[config.mk]
export PLATFORM = sky130hd
export DESIGN_NAME = tgr_raster
export DESIGN_NICKNAME = d
export VERILOG_FILES = /design/src/design/tgr_pkg.sv /design/src/design/tgr_raster.sv
export VERILOG_INCLUDE_DIRS = /design/src /design/src/design
export SDC_FILE = /design/constraint.sdc
export NUM_CORES = 1
export LEC_CHECK = 0
export BUFFER_PORTS_ARGS = -buffer_cell sky130_fd_sc_hd__buf_4
export CAP_MARGIN = 40
export CORE_MARGIN = 1.5
export CORE_UTILIZATION = 53
export DETAILED_ROUTE_END_ITERATION = 10
export GPL_TIMING_DRIVEN = 0
export PLACE_DENSITY = 0.87
export SYNTH_ARGS = -nofsm -noshare
export SYNTH_HDL_FRONTEND = slang
export SYNTH_SLANG_ARGS = --single-unit
[constraint.sdc]
create_clock -name clk -period 5.37 [get_ports clk]
set_input_delay 1.3425 -clock clk [delete_from_list [all_inputs] [get_ports clk]]
set_output_delay 1.3425 -clock clk [all_outputs]
set_load 0.05 [all_outputs]
[src/design/text_glyph_renderer_5x8_defines.svh]
// Assertion macros used by the glyph renderer's raster module
`ifndef TEXT_GLYPH_RENDERER_5X8_DEFINES_SVH
`define TEXT_GLYPH_RENDERER_5X8_DEFINES_SVH
`ifndef SYNTHESIS
`define TGR_ASSERT_IMP(name, clk, rst, ante, cons) \
  name: assert property (@(posedge clk) disable iff (rst) (ante) |-> (cons)) \
    else $error("assertion failed");
`define TGR_ASSERT_NEXT(name, clk, rst, ante, cons) \
  name: assert property (@(posedge clk) disable iff (rst) (ante) |=> (cons)) \
    else $error("assertion failed");
`else
`define TGR_ASSERT_IMP(name, clk, rst, ante, cons)
`define TGR_ASSERT_NEXT(name, clk, rst, ante, cons)
`endif
`endif

[src/design/tgr_pkg.sv]
// Types, codes and glyph row decode for the 5x8 glyph renderer
package tgr_pkg;

  localparam int GLYPH_COLS = 5;

  localparam logic [1:0] KIND_FONT = 2'd0;
  localparam logic [1:0] KIND_TEXT = 2'd1;
  localparam logic [1:0] KIND_END  = 2'd2;

  localparam logic REG_SCREEN_WIDTH = 1'b0;
  localparam logic REG_Y_OFFSET     = 1'b1;

  localparam logic [9:0] SCREEN_WIDTH_RESET = 10'd160;

  localparam logic [7:0] CH_SPACE     = 8'd32;
  localparam logic [7:0] CH_ASCII_END = 8'd127;
  localparam logic [7:0] LEAD_D0      = 8'd208;
  localparam logic [7:0] LEAD_D1      = 8'd209;
  localparam logic [7:0] LEAD_C2      = 8'd194;
  localparam logic [7:0] TRAIL_IO_LC  = 8'd145;
  localparam logic [7:0] TRAIL_IO_UC  = 8'd129;
  localparam logic [7:0] TRAIL_DEG    = 8'd176;

  localparam logic signed [9:0] ROW_IO_LC   = 10'sd159;
  localparam logic signed [9:0] ROW_IO_UC   = 10'sd160;
  localparam logic signed [9:0] ROW_DEG     = 10'sd161;
  localparam logic signed [9:0] ASCII_BIAS  = 10'sd32;
  localparam logic signed [9:0] D0_BIAS     = 10'sd49;
  localparam logic signed [9:0] D1_BIAS     = 10'sd15;

  typedef struct packed {
    logic [1:0]  kind;
    logic [9:0]  font_addr;
    logic [7:0]  font_data;
    logic [7:0]  text_byte;
    logic        first_byte;
    logic [9:0]  start_x;
    logic [9:0]  start_y;
    logic [15:0] fg_color;
    logic [15:0] bg_color;
  } item_t;

  typedef struct packed {
    logic [9:0]  pixel_x;
    logic [10:0] pixel_y;
    logic [15:0] pixel_color;
    logic        glyph_last;
  } pixel_t;

  typedef struct packed {
    logic [9:0]  x;
    logic [10:0] y;
    logic [15:0] fg;
    logic [15:0] bg;
  } glyph_job_t;

  typedef struct packed {
    logic              skip;
    logic signed [9:0] row;
  } glyph_row_t;

  function automatic glyph_row_t glyph_row(input logic [7:0] lead, input logic [7:0] trail);
    glyph_row_t r;
    r.skip = 1'b0;
    r.row  = $signed({2'b00, lead}) - ASCII_BIAS;
    if (lead < CH_ASCII_END) begin
      r.row = $signed({2'b00, lead}) - ASCII_BIAS;
    end else if (lead == LEAD_D1 && trail == TRAIL_IO_LC) begin
      r.row = ROW_IO_LC;
    end else if (lead == LEAD_D0 && trail == TRAIL_IO_UC) begin
      r.row = ROW_IO_UC;
    end else if (lead == LEAD_C2 && trail == TRAIL_DEG) begin
      r.row = ROW_DEG;
    end else if (lead == LEAD_D0) begin
      r.row = $signed({2'b00, trail}) - D0_BIAS;
    end else if (lead == LEAD_D1) begin
      r.row = $signed({2'b00, trail}) + D1_BIAS;
    end else begin
      r.skip = 1'b1;
    end
    return r;
  endfunction

endpackage

[src/design/tgr_raster.sv]
// Glyph rasterizer: fetches five font columns and emits forty pixels
`include "text_glyph_renderer_5x8_defines.svh"
module tgr_raster #(
  parameter int AW = 10
) (
  input  logic                clk,
  input  logic                rst,
  input  logic                start,
  input  logic [AW-1:0]       base,
  input  tgr_pkg::glyph_job_t job,
  output logic                busy,
  output logic                rd_en,
  output logic [AW-1:0]       rd_addr,
  input  logic [7:0]          rd_data,
  output logic                pixel_valid,
  input  logic                pixel_stall,
  output tgr_pkg::pixel_t     pixel
);
  import tgr_pkg::*;

  typedef enum logic [2:0] {
    ST_IDLE  = 3'b001,
    ST_FETCH = 3'b010,
    ST_EMIT  = 3'b100
  } rast_state_t;

  rast_state_t state;
  logic [AW-1:0] ptr;
  logic [2:0]    col;
  logic [2:0]    bit_idx;
  logic [7:0]    col_byte;
  glyph_job_t    glyph;

  logic advance;
  logic emit;
  logic col_done;
  logic last_col;

  assign advance  = !pixel_valid || !pixel_stall;
  assign emit     = (state == ST_EMIT) && advance;
  assign col_done = emit && (bit_idx == 3'd7);
  assign last_col = (col == 3'(GLYPH_COLS - 1));
  assign busy     = (state != ST_IDLE);

  assign rd_en   = ((state == ST_IDLE) && start) || (state == ST_FETCH) ||
                   (col_done && (col < 3'(GLYPH_COLS - 2)));
  assign rd_addr = (state == ST_IDLE) ? base : ptr;

  always_ff @(posedge clk) begin
    if (rst) begin
      state       <= ST_IDLE;
      pixel_valid <= 1'b0;
    end else begin
      if (rd_en) begin
        ptr <= AW'(rd_addr + 1'b1);
      end
      case (state)
        ST_IDLE: begin
          if (start) begin
            glyph <= job;
            col   <= 3'd0;
            state <= ST_FETCH;
          end
        end
        ST_FETCH: begin
          col_byte <= rd_data;
          bit_idx  <= 3'd0;
          state    <= ST_EMIT;
        end
        ST_EMIT: begin
          if (emit) begin
            bit_idx <= 3'(bit_idx + 1'b1);
            if (col_done) begin
              col_byte <= rd_data;
              col      <= 3'(col + 1'b1);
              if (last_col) begin
                state <= ST_IDLE;
              end
            end else begin
              col_byte <= {col_byte[6:0], 1'b0};
            end
          end
        end
        default: state <= ST_IDLE;
      endcase
      if (emit) begin
        pixel_valid <= 1'b1;
      end else if (!pixel_stall) begin
        pixel_valid <= 1'b0;
      end
    end
  end

  always_ff @(posedge clk) begin
    if (emit) begin
      pixel.pixel_x     <= 10'(glyph.x + {7'b0, col});
      pixel.pixel_y     <= 11'(glyph.y + {8'b0, ~bit_idx});
      pixel.pixel_color <= col_byte[7] ? glyph.fg : glyph.bg;
      pixel.glyph_last  <= last_col && (bit_idx == 3'd7);
    end
  end

  `TGR_ASSERT_IMP(a_start_when_idle, clk, rst, start, state == ST_IDLE)
  `TGR_ASSERT_NEXT(a_fetch_then_emit, clk, rst, state == ST_FETCH, state == ST_EMIT)
  `TGR_ASSERT_NEXT(a_last_pixel_ends, clk, rst, col_done && last_col, state == ST_IDLE && pixel_valid && pixel.glyph_last)

endmodule

==> run_results.csv, run 1 <==
group,metric,value,unit
clock_tree,cts_resized,0,
die,io_pins,126,
worst_hold_path,hp-class,"reg -> reg",
detailed_routing,routed_wl,9400,um
flow_run,maxCapViolations,0,
setup_path,crit_path_max_fanout,5,
power,p_leak,2.56,nW
setup_path,path_class,"in -> out",
cells_and_area,register_area,3530,um^2
clock_tree,insertion_delay,510,ps
setup_path,cp-start-kind,"primary input",
power,intPower,1.76,mW
die,design.core.area,8850,um^2
power,swShare,23.0,%
global_route,grt_pass1_wl,14700,um
synth,synth_commonest_cells,"edfxtp_1, mux2_2, nand2_1, xor2_1, nor2_1",
setup_path,cp.required,4030,ps
synth,yosys.area_share.simple,6.86,%
global_route,grt_pass1_vias,3126,
synth,synth_top_family_by_area,"multiplexers",
clock_tree,cts.sinks,119,
setup_path,worstRegToRegCells,5,
die,fp.dieW,99.4,um
sta,tightestPinTransition,756,ps
global_route,antenna_found_initial,0,
sta,final.setup.tns,0,ps
power,p_per_area,346,nW/um^2
cells_and_area,area_delta_synth_final,34.4,%
global_route,grt_max_degree,29,
synth,yosysMostFrequentCell,"edfxtp_1",
clock_tree,root_buffer,"clkbuf_8",
cells_and_area,multi_input_area,1330,um^2
synth,async_reset_ff_share,0,%
worst_hold_path,min_from,"glyph[43]$_DFFE_PP_",
detailed_routing,routed-via-count,2988,
synth,synthMuxAreaShare,7.91,%
sta,fmax,0.289,GHz
worst_hold_path,min_to,"pixel[28]$_DFFE_PP_",
setup_path,r2r_slack,2900,ps
sta,skew,7.74,ps
cells_and_area,instances_no_fill,567,
clock_tree,htree_levels,4,
detailed_routing,dr.pass1.iters,5,
placed_design,placed_area,6070,um^2
clock_tree,holdBufCountCts,0,
synth,syn_area,4920,um^2
detailed_routing,antenna_left,0,
setup_path,endpoint_kind,"primary output",
synth,synth_xor_area_share,4.80,%
power,power_frac_seq,46.8,%
die,die_area,9870,um^2
clock_tree,clock_path_buffers,2,
sta,setup_violations,0,
synth,yosysUniqueCellTypes,45,
synth,synth_compound_area_share,3.61,%
cells_and_area,fillers,567,
synth,ys_seq_area_share,71.8,%
detailed_routing,drc_errors,0,
cells_and_area,nets,533,
clock_tree,cts_tree,"yes",
synth,synth-seq-cells,119,
power,pwr-share-clk,44.4,%
synth,synth.area.top_cells,"edfxtp_1, mux2_2, xor2_1",
setup_path,r2r_end,"glyph[7]$_DFFE_PP_",
global_route,gr-usage-all-layers,20.2,%
placed_design,io_buffer_count,125,
placed_design,dp_cells,535,
synth,syn_nets,386,
sta,min_period_over_period,64.4,%
synth,synth_top_cell_by_area,"edfxtp_1",
worst_hold_path,worstHoldPathCells,1,
sta,final_hold_viol_count,0,
sta,slew_headroom,49.5,%
cells_and_area,final_area,6620,um^2
power,power,2.29,mW
die,die_y,99.4,um
outcome,status,"finished, final reports clean",
power,ir_drop,290,uV
synth,synth_top_area_share,70.2,%
power,power.share.combinational,8.8,%
setup_path,crit_arrival,2120,ps
clock_tree,clk_pin_slew,60,ps
synth,syn_area_per_cell,16.5,um^2
power,p_sw,0.527,mW
sta,final_max_slew_viol_count,0,
detailed_routing,wl_per_cell,16.6,um
cells_and_area,drive_above_1_share,43.4,%
placed_design,place_congestion,0.807,
synth,synthFlopType,"edfxtp_1",
placed_design,hpwlAfterDp,6910,um
synth,synth-adder-area-share,3.36,%
global_route,grt_overflow,0,
sta,finalCriticalPeriod,3460,ps
clock_tree,post_cts_buffers,0,
detailed_routing,drtIter0Drc,113,
die,row_count,34,
cells_and_area,antennaDiodeCount,0,
clock_tree,cts_buffers,17,
synth,synthCells,299,
synth,synth-edff-count,115,
setup_path,r2r-start,"state[0]$_SDFFE_PP1P_",
die,initial_utilization,55.6,%
detailed_routing,vias_per_cell,5.27,
sta,rsz0062_at_grt,"false",
synth,yosysWarningCount,0,
-- worst max-delay path, stage by stage --
cell	delay, ps
buf_4	120
nand2_1	210
a41o_1	240
buf_4	200
-- metrics by stage --
stage               util, %  hold slack, ps  setup WS [ps]
floorplan                 -             513           1270
global placement       67.8             526            293
detailed placement     68.6             529           1920
CTS                    74.8             543           1900
global route           74.8             550           1780
finish                 74.8             537           1910
-- state kept, by name (all words and copies together) (netlist names) --
| register | cells |
|---|---|
| bit_idx | 3 |
| pixel | 38 |
| glyph | 53 |
| pixel_valid | 1 |
| state | 3 |
| ptr | 10 |
| col | 3 |
| col_byte | 8 |
-- kinds of logic after synthesis --
group           count (synthesis)
xor+xnor                       27
mux                            34
fa+ha+maj                      12
flops                         119
compound gates                 26
buf+inv                        16
simple gates                   65
-- placed cells by master (no fill, tap or decap), types with 4 or more instances in the layout --
master	count
a21oi_1	7
and2_1	5
buf_4	127
clkbuf_16	16
clkinv_4	4
dfxtp_1	4
edfxtp_1	115
ha_1	10
inv_1	10
mux2_2	29
nand2_1	17
nand3_1	6
nand4_1	4
nor2_1	14
nor3_1	4
xnor2_1	11
xor2_1	16
-- final cells by class --
cell class                 instances  area share (%)
sequential                       119            53.4
multi-input combinational        164            20.0
timing repair buffer             128            15.0
clock buffer                      18            6.32
tap                              108            2.04
clock inverter                    14            1.93
inverter                          11           0.662
buffer                             5           0.586
-- power groups by stage --
stage | clock [mW] | combinational, mW | sequential (mW)
after global placement | 0 | 0.191 | 1.09
after detailed placement | 0 | 0.202 | 1.09
after CTS | 1.03 | 0.204 | 1.07
after global routing | 1.07 | 0.217 | 1.07
final | 1.02 | 0.202 | 1.07
after floorplan | 0 | 0.118 | 1.09
-- layer usage --
metal | track usage [%] | vias up | wire length [um]
li1 | - | 1424 | -
met1 | 21.0 | 1433 | 3490
met2 | 37.1 | 102 | 5190
met3 | 6.39 | 29 | 449
met4 | 9.43 | 0 | 274
met5 | 0 | - | 0
-- worst max-delay path by stage --
stage | start | end | slack, ps | depth (start not counted)
after floorplan | start | glyph[0]$_DFFE_PP_ | 1270 | 2
final | pixel_stall | rd_en | 1910 | 4
after detailed placement | pixel_stall | rd_en | 1920 | 4
after CTS | state[0]$_SDFFE_PP1P_ | rd_addr[7] | 1900 | 5
after global placement | start | glyph[25]$_DFFE_PP_ | 290 | 3
after global routing | state[0]$_SDFFE_PP1P_ | rd_addr[0] | 1780 | 5
Power figures use the tool's default switching activity.
==> run 2: changes to the inputs <==
ABC_AREA = 1   (was not set)
clock period = 3.2 ns   (was 5.37 ns; I/O delays follow)
==> run 2 against run 1 <==
Net effect:
- first-iteration DRC count grew 43%
- synthesized area increased by 0.51%
- die area is 0.49% higher
- count of clock-buffer cells in the layout down 1
- worst setup slack lost 1700 ps
- non-clock buffer count rose by 3
- synthesized cell count rose by 18%
- wire length is 5.0% higher
- design area is 1.9% higher
==> run_results.csv, run 2 <==
group,metric,value,unit
cells_and_area,top_regs,"glyph: 53 flops, pixel: 38 flops, ptr: 10 flops",
synth,synth-adder-area-share,3.34,%
setup_path,path_class,"reg -> out",
die,initial_utilization,54.1,%
cells_and_area,drive_above_1_share,39.8,%
clock_tree,clk_pin_slew,60,ps
power,power,4.21,mW
synth,synth.area.top_cells,"edfxtp_1, nand2_1, mux2_2",
global_route,gr-usage-all-layers,21.2,%
placed_design,hpwlAfterDp,6960,um
synth,syn_nets,440,
detailed_routing,routed_wl,9880,um
clock_tree,insertion_delay,500,ps
setup_path,endpoint_kind,"primary output",
setup_path,cp-start-kind,"flop",
synth,async_reset_ff_share,0,%
power,swShare,23.2,%
cells_and_area,fin_util,73.7,%
cells_and_area,area_delta_synth_final,36.3,%
sta,finalCriticalPeriod,2970,ps
flow_run,maxCapViolations,0,
cells_and_area,final_cell_mix,"buf_4, edfxtp_1, nand2_1",
sta,rsz0062_at_grt,"false",
global_route,antenna_found_initial,0,
setup_path,crit_path_max_fanout,26,
cells_and_area,top_register,"glyph",
die,design.core.area,9150,um^2
detailed_routing,antenna_left,0,
detailed_routing,wl_per_cell,15.8,um
power,p_per_area,624,nW/um^2
die,die_y,99.6,um
synth,syn_area,4950,um^2
setup_path,r2r-start,"col[0]$_SDFFCE_PP0P_",
global_route,grt_max_degree,27,
die,row_count,35,
synth,synth_top_area_share,69.8,%
synth,synth_top_cell_by_area,"edfxtp_1",
outcome,status,"finished, final reports clean",
power,power.share.combinational,11.7,%
clock_tree,root_buffer,"clkbuf_8",
power,ir_drop,383,uV
synth,synthFlopType,"edfxtp_1",
worst_hold_path,hp-class,"in -> reg",
clock_tree,htree_levels,4,
synth,synth_top_family_by_area,"simple AND/OR/NAND/NOR gates",
synth,synth_compound_area_share,2.28,%
synth,yosysUniqueCellTypes,28,
clock_tree,clock_path_buffers,2,
detailed_routing,vias_per_cell,5.09,
synth,yosysMostFrequentCell,"edfxtp_1",
placed_design,place_congestion,0.744,
synth,synthMuxAreaShare,3.64,%
worst_hold_path,worstHoldPathCells,1,
power,power_frac_seq,43.2,%
cells_and_area,nets,590,
placed_design,io_buffer_count,125,
synth,synth-seq-cells,119,
sta,skew,9.26,ps
sta,slew_headroom,65.4,%
setup_path,r2r_end,"pixel[36]$_DFFE_PP_",
global_route,grt_pass1_vias,3287,
clock_tree,cts_tree,"yes",
sta,min_period_over_period,92.8,%
setup_path,cpMostUsedCell,"nand2_1",
worst_hold_path,min_from,"job[43]",
setup_path,critPathTopFamily,"buffers and inverters",
sta,final_hold_viol_count,0,
sta,final.setup.tns,0,ps
cells_and_area,antennaDiodeCount,0,
detailed_routing,drc_errors,0,
synth,yosysWarningCount,0,
sta,setup_violations,0,
clock_tree,cts.sinks,119,
detailed_routing,drtIter0Drc,162,
synth,synthCells,353,
setup_path,max_stage_delay,340,ps
synth,synth-edff-count,115,
synth,synth_commonest_cells,"edfxtp_1, nand2_1, inv_1, nor2_1",
power,p_leak,2.81,nW
detailed_routing,dr.pass1.iters,4,
cells_and_area,largest_register_ffs,53,
die,fp.dieW,99.6,um
setup_path,crit_arrival,2170,ps
sta,fmax,0.337,GHz
setup_path,r2r_slack,1040,ps
global_route,grt_overflow,0,
setup_path,cp.required,2400,ps
sta,final_max_slew_viol_count,0,
die,io_pins,126,
detailed_routing,routed-via-count,3187,
synth,synth_xor_area_share,3.54,%
synth,yosys.area_share.simple,12.1,%
synth,syn_area_per_cell,14.0,um^2
power,pwr-share-clk,45.1,%
setup_path,crit_buf_inv,4,
setup_path,path_cells,"inv_2, nand3_4, nor2_4, buf_12, nand2_1, inv_2, nand2_1, nand2_1, buf_4",
synth,ys_seq_area_share,71.4,%
worst_hold_path,min_to,"glyph[43]$_DFFE_PP_",
sta,tightestPinTransition,514,ps
power,p_sw,0.975,mW
die,die_area,9920,um^2
setup_path,critPathSlowestCell,"dfxtp_1",
clock_tree,cts_buffers,17,
cells_and_area,layout_commonest_cell,"buf_4",
setup_path,worstRegToRegCells,9,
power,intPower,3.23,mW
global_route,grt_pass1_wl,15800,um
## run 2: cell types whose count changed after synthesis, sizes merged, moves of 4 or more
cell and change:
nand2 +45, xnor2 -4, nand3 +13, o21ai +10, mux2 -14, nor2 +12, mux2i -4, inv +29
## run 2: final cells by class
class / instances / area, um^2
sequential: 119 / 3530
fill: 581 / 2410
multi-input combinational: 189 / 1250
timing repair buffer: 131 / 1040
clock buffer: 17 / 414
clock inverter: 14 / 184
inverter: 40 / 150
tap: 111 / 139
buffer: 5 / 31.3
## run 2: worst max-delay path by stage
stage,startpoint,endpoint,cells past startpoint
after CTS,state[1]$_SDFFE_PP0P_,rd_en,9
after global routing,state[0]$_SDFFE_PP1P_,rd_en,9
after detailed placement,pixel_stall,rd_en,10
final,state[1]$_SDFFE_PP0P_,rd_en,9
after global placement,pixel_stall,ptr[2]$_DFFE_PP_,8
after floorplan,pixel_stall,rd_en,7
## run 2: kinds of logic after synthesis
group / count (synthesis)
simple gates: 120
fa+ha+maj: 12
mux: 16
buf+inv: 45
xor+xnor: 20
flops: 119
compound gates: 21
## run 2: routing by layer
layer / share of wire [%] / track usage [%] / vias to the layer above
met2: 52 / 36.7 / 120
met4: 0.41 / 6.61 / 0
met1: 40 / 24.6 / 1528
met3: 7.6 / 7.94 / 4
met5: 0 / 0 / -
li1: - / - / 1535
## run 2: worst register-to-register path, stage by stage (launching register included)
cell,delay [ps]
edfxtp_1,460
ha_1,280
fa_1,390
nand2_1,80
inv_1,40
o21ai_0,270
nor2_1,90
nand2_1,120
nor2_1,60
xor2_1,130
## run 2: repair_timing
action | 4_1_cts | 5_1_grt
setup endpoints to repair | 1 | 1
gates resized for setup | 0 | 2
setup buffers | 1 | 0
pin swaps | 1 | 0
hold buffers | 0 | 0
## run 2: through the flow
step / hold WS, ps / std cells / area (um^2) / worst slack (ps)
after global routing: 435 / 626 / 6740 / 64.0
after floorplan: 495 / 353 / 4960 / 75.5
final: 470 / 626 / 6740 / 231
after global placement: 506 / 589 / 6030 / -453
after CTS: 441 / 626 / 6740 / 28.8
after detailed placement: 511 / 594 / 6130 / -105
## run 2: power by group through the flow
| stage | clock [mW] | combinational, mW | sequential (mW) |
|---|---|---|---|
| CTS | 1.93 | 0.493 | 1.82 |
| global placement | 0 | 0.455 | 1.85 |
| finish | 1.90 | 0.491 | 1.82 |
| floorplan | 0 | 0.306 | 1.85 |
| global route | 2.00 | 0.532 | 1.82 |
| detailed placement | 0 | 0.489 | 1.85 |
==> run 3: changes to the inputs <==
CORE_UTILIZATION = 55   (was 53)
CTS_BUF_LIST = sky130_fd_sc_hd__clkbuf_2 sky130_fd_sc_hd__clkbuf_4 sky130_fd_sc_hd__clkbuf_8   (was not set)
PLACE_DENSITY = 0.89   (was 0.87)
==> run 3 against run 2 <==
Net effect:
- design area shrank 3.9%
- hold slack improved by 61 ps
- non-clock buffer count shrank 1
- worst setup slack better by 46 ps
- first-iteration DRC count down 17%
- global-route usage rose by 0.26 points
- clock skew rose by 1.8 ps
- largest power group is now registers
==> run_results.csv, run 3 (same netlist as run 2, synthesis figures left out) <==
group,metric,value,unit
outcome,status,"finished, final reports clean",
cells_and_area,layout_commonest_cell,"buf_4",
detailed_routing,vias_per_cell,5.11,
detailed_routing,wl_per_cell,15.6,um
die,design.core.area,8720,um^2
setup_path,cp-startpoint,"state[1]$_SDFFE_PP0P_",
die,initial_utilization,56.7,%
sta,setup_ws,277,ps
cells_and_area,fillers,544,
clock_tree,insertion_delay,420,ps
clock_tree,cts.sinks,119,
detailed_routing,routed-via-count,3181,
setup_path,cp.required,2400,ps
die,fp.dieW,97.8,um
setup_path,endpoint_kind,"primary output",
clock_tree,root_buffer,"clkbuf_8",
clock_tree,holdBufCountCts,0,
placed_design,placed_area,6090,um^2
global_route,grt_overflow,0,
sta,skew,11.1,ps
clock_tree,clock_path_buffers,2,
die,io_pins,126,
detailed_routing,routed_wl,9740,um
power,ir_drop,409,uV
placed_design,place_congestion,0.751,
sta,final_max_slew_viol_count,0,
clock_tree,cts_tree,"yes",
clock_tree,clk_pin_slew,70,ps
global_route,antenna_found_initial,0,
cells_and_area,top_register,"glyph",
detailed_routing,antenna_left,0,
placed_design,dp_slack,-79.9,ps
detailed_routing,drtIter0Drc,135,
worst_hold_path,min_from,"col_byte[0]$_DFFE_PP_",
detailed_routing,drc_errors,0,
detailed_routing,dr.pass1.iters,4,
die,row_count,34,
flow_run,maxCapViolations,0,
global_route,grt_max_degree,34,
sta,tightestPinTransition,676,ps
sta,final_hold_viol_count,0,
global_route,gr-usage-all-layers,21.5,%
setup_path,crit_arrival,2120,ps
clock_tree,htree_levels,4,
sta,final.setup.tns,0,ps
worst_hold_path,hp-class,"reg -> reg",
die,die_area,9570,um^2
global_route,grt_pass1_vias,3224,
sta,slew_headroom,54.8,%
cells_and_area,drive_above_1_share,40.0,%
clock_tree,cts_buffers,17,
cells_and_area,antennaDiodeCount,0,
sta,min_period_over_period,91.3,%
sta,fmax,0.342,GHz
sta,finalCriticalPeriod,2920,ps
cells_and_area,top_regs,"glyph: 53 flops, pixel: 38 flops, ptr: 10 flops",
power,power,3.58,mW
cells_and_area,final_cell_mix,"buf_4, edfxtp_1, nand2_1",
power,p_leak,2.70,nW
placed_design,hpwlAfterDp,6870,um
cells_and_area,nets,589,
setup_path,path_class,"reg -> out",
power,p_per_area,552,nW/um^2
setup_path,r2r-start,"col[0]$_SDFFCE_PP0P_",
setup_path,cp-start-kind,"flop",
die,die_y,97.8,um
sta,rsz0062_at_grt,"false",
global_route,grt_pass1_wl,15800,um
cells_and_area,largest_register_ffs,53,
placed_design,io_buffer_count,125,
cells_and_area,area_delta_synth_final,30.9,%
setup_path,crit_path_max_fanout,26,
cells_and_area,final_area,6480,um^2
sta,setup_violations,0,
## run 3: cell count changes in the layout (fill, tap and decap cells not counted), moves of 2 or more
cell / change
buf_16: -2
bufinv_16: -3
clkbuf_16: -16
clkbuf_8: +16
clkinv_4: +2
clkinvlp_4: -2
inv_6: +4
inv_8: +2
## run 3: repair_timing
action / 4_1_cts / 5_1_grt
setup endpoints to repair: 1 / 1
gates cloned: 0 / 0
pin swaps: 1 / 0
gates resized for setup: 0 / 1
setup buffers: 1 / 0
## run 3: layout make-up
type	count	area, um^2	share of cell area (%)
Multi-Input combinational cell	189	1250	19.3
Inverter	40	150	2.32
Sequential cell	119	3530	54.5
Clock inverter	15	145	2.24
Clock buffer	17	234	3.61
Tap cell	108	135	2.09
Buffer	5	31.3	0.483
Timing Repair Buffer	130	1000	15.5
## run 3: metal layers
metal  track usage [%]  wire, um  vias to the layer above
li1                  -         -                     1527
met1              26.2      3920                     1526
met2              36.6      5100                      122
met3              5.94       670                        6
met4              8.13        50                        0
met5                 0         0                        -
## run 3: critical path, stage by stage, from the launching register on
cell,delay [ps]
dfxtp_1,350
inv_2,100
nand3_2,220
nor2_4,220
buf_12,200
nand2_1,110
inv_2,140
nand2_1,90
nand2_1,70
buf_4,200
## run 3: metrics by stage
stage	utilization (%)	cells	hold slack [ps]
6_report	74.3	623	531
5_1_grt	74.3	623	518
4_1_cts	74.3	623	522
3_5_place_dp	69.8	590	509
3_3_place_gp	69.2	586	504
2_1_floorplan	-	353	495
## run 3: path summary, 6_finish.rpt
check,end,slack (ps),cells after the start
max,rd_en,280,9
min,col_byte[1]$_DFFE_PP_,530,2
max reg2reg,pixel[36]$_DFFE_PP_,1010,9
min reg2reg,col_byte[1]$_DFFE_PP_,530,2
## run 3: report_power, final
group / leakage, nW / switching (mW) / total (mW) / internal (mW)
Combinational: 1.42 / 0.298 / 0.483 / 0.185
Sequential: 1.09 / 0.0279 / 1.81 / 1.79
Clock: 0.195 / 0.649 / 1.28 / 0.633
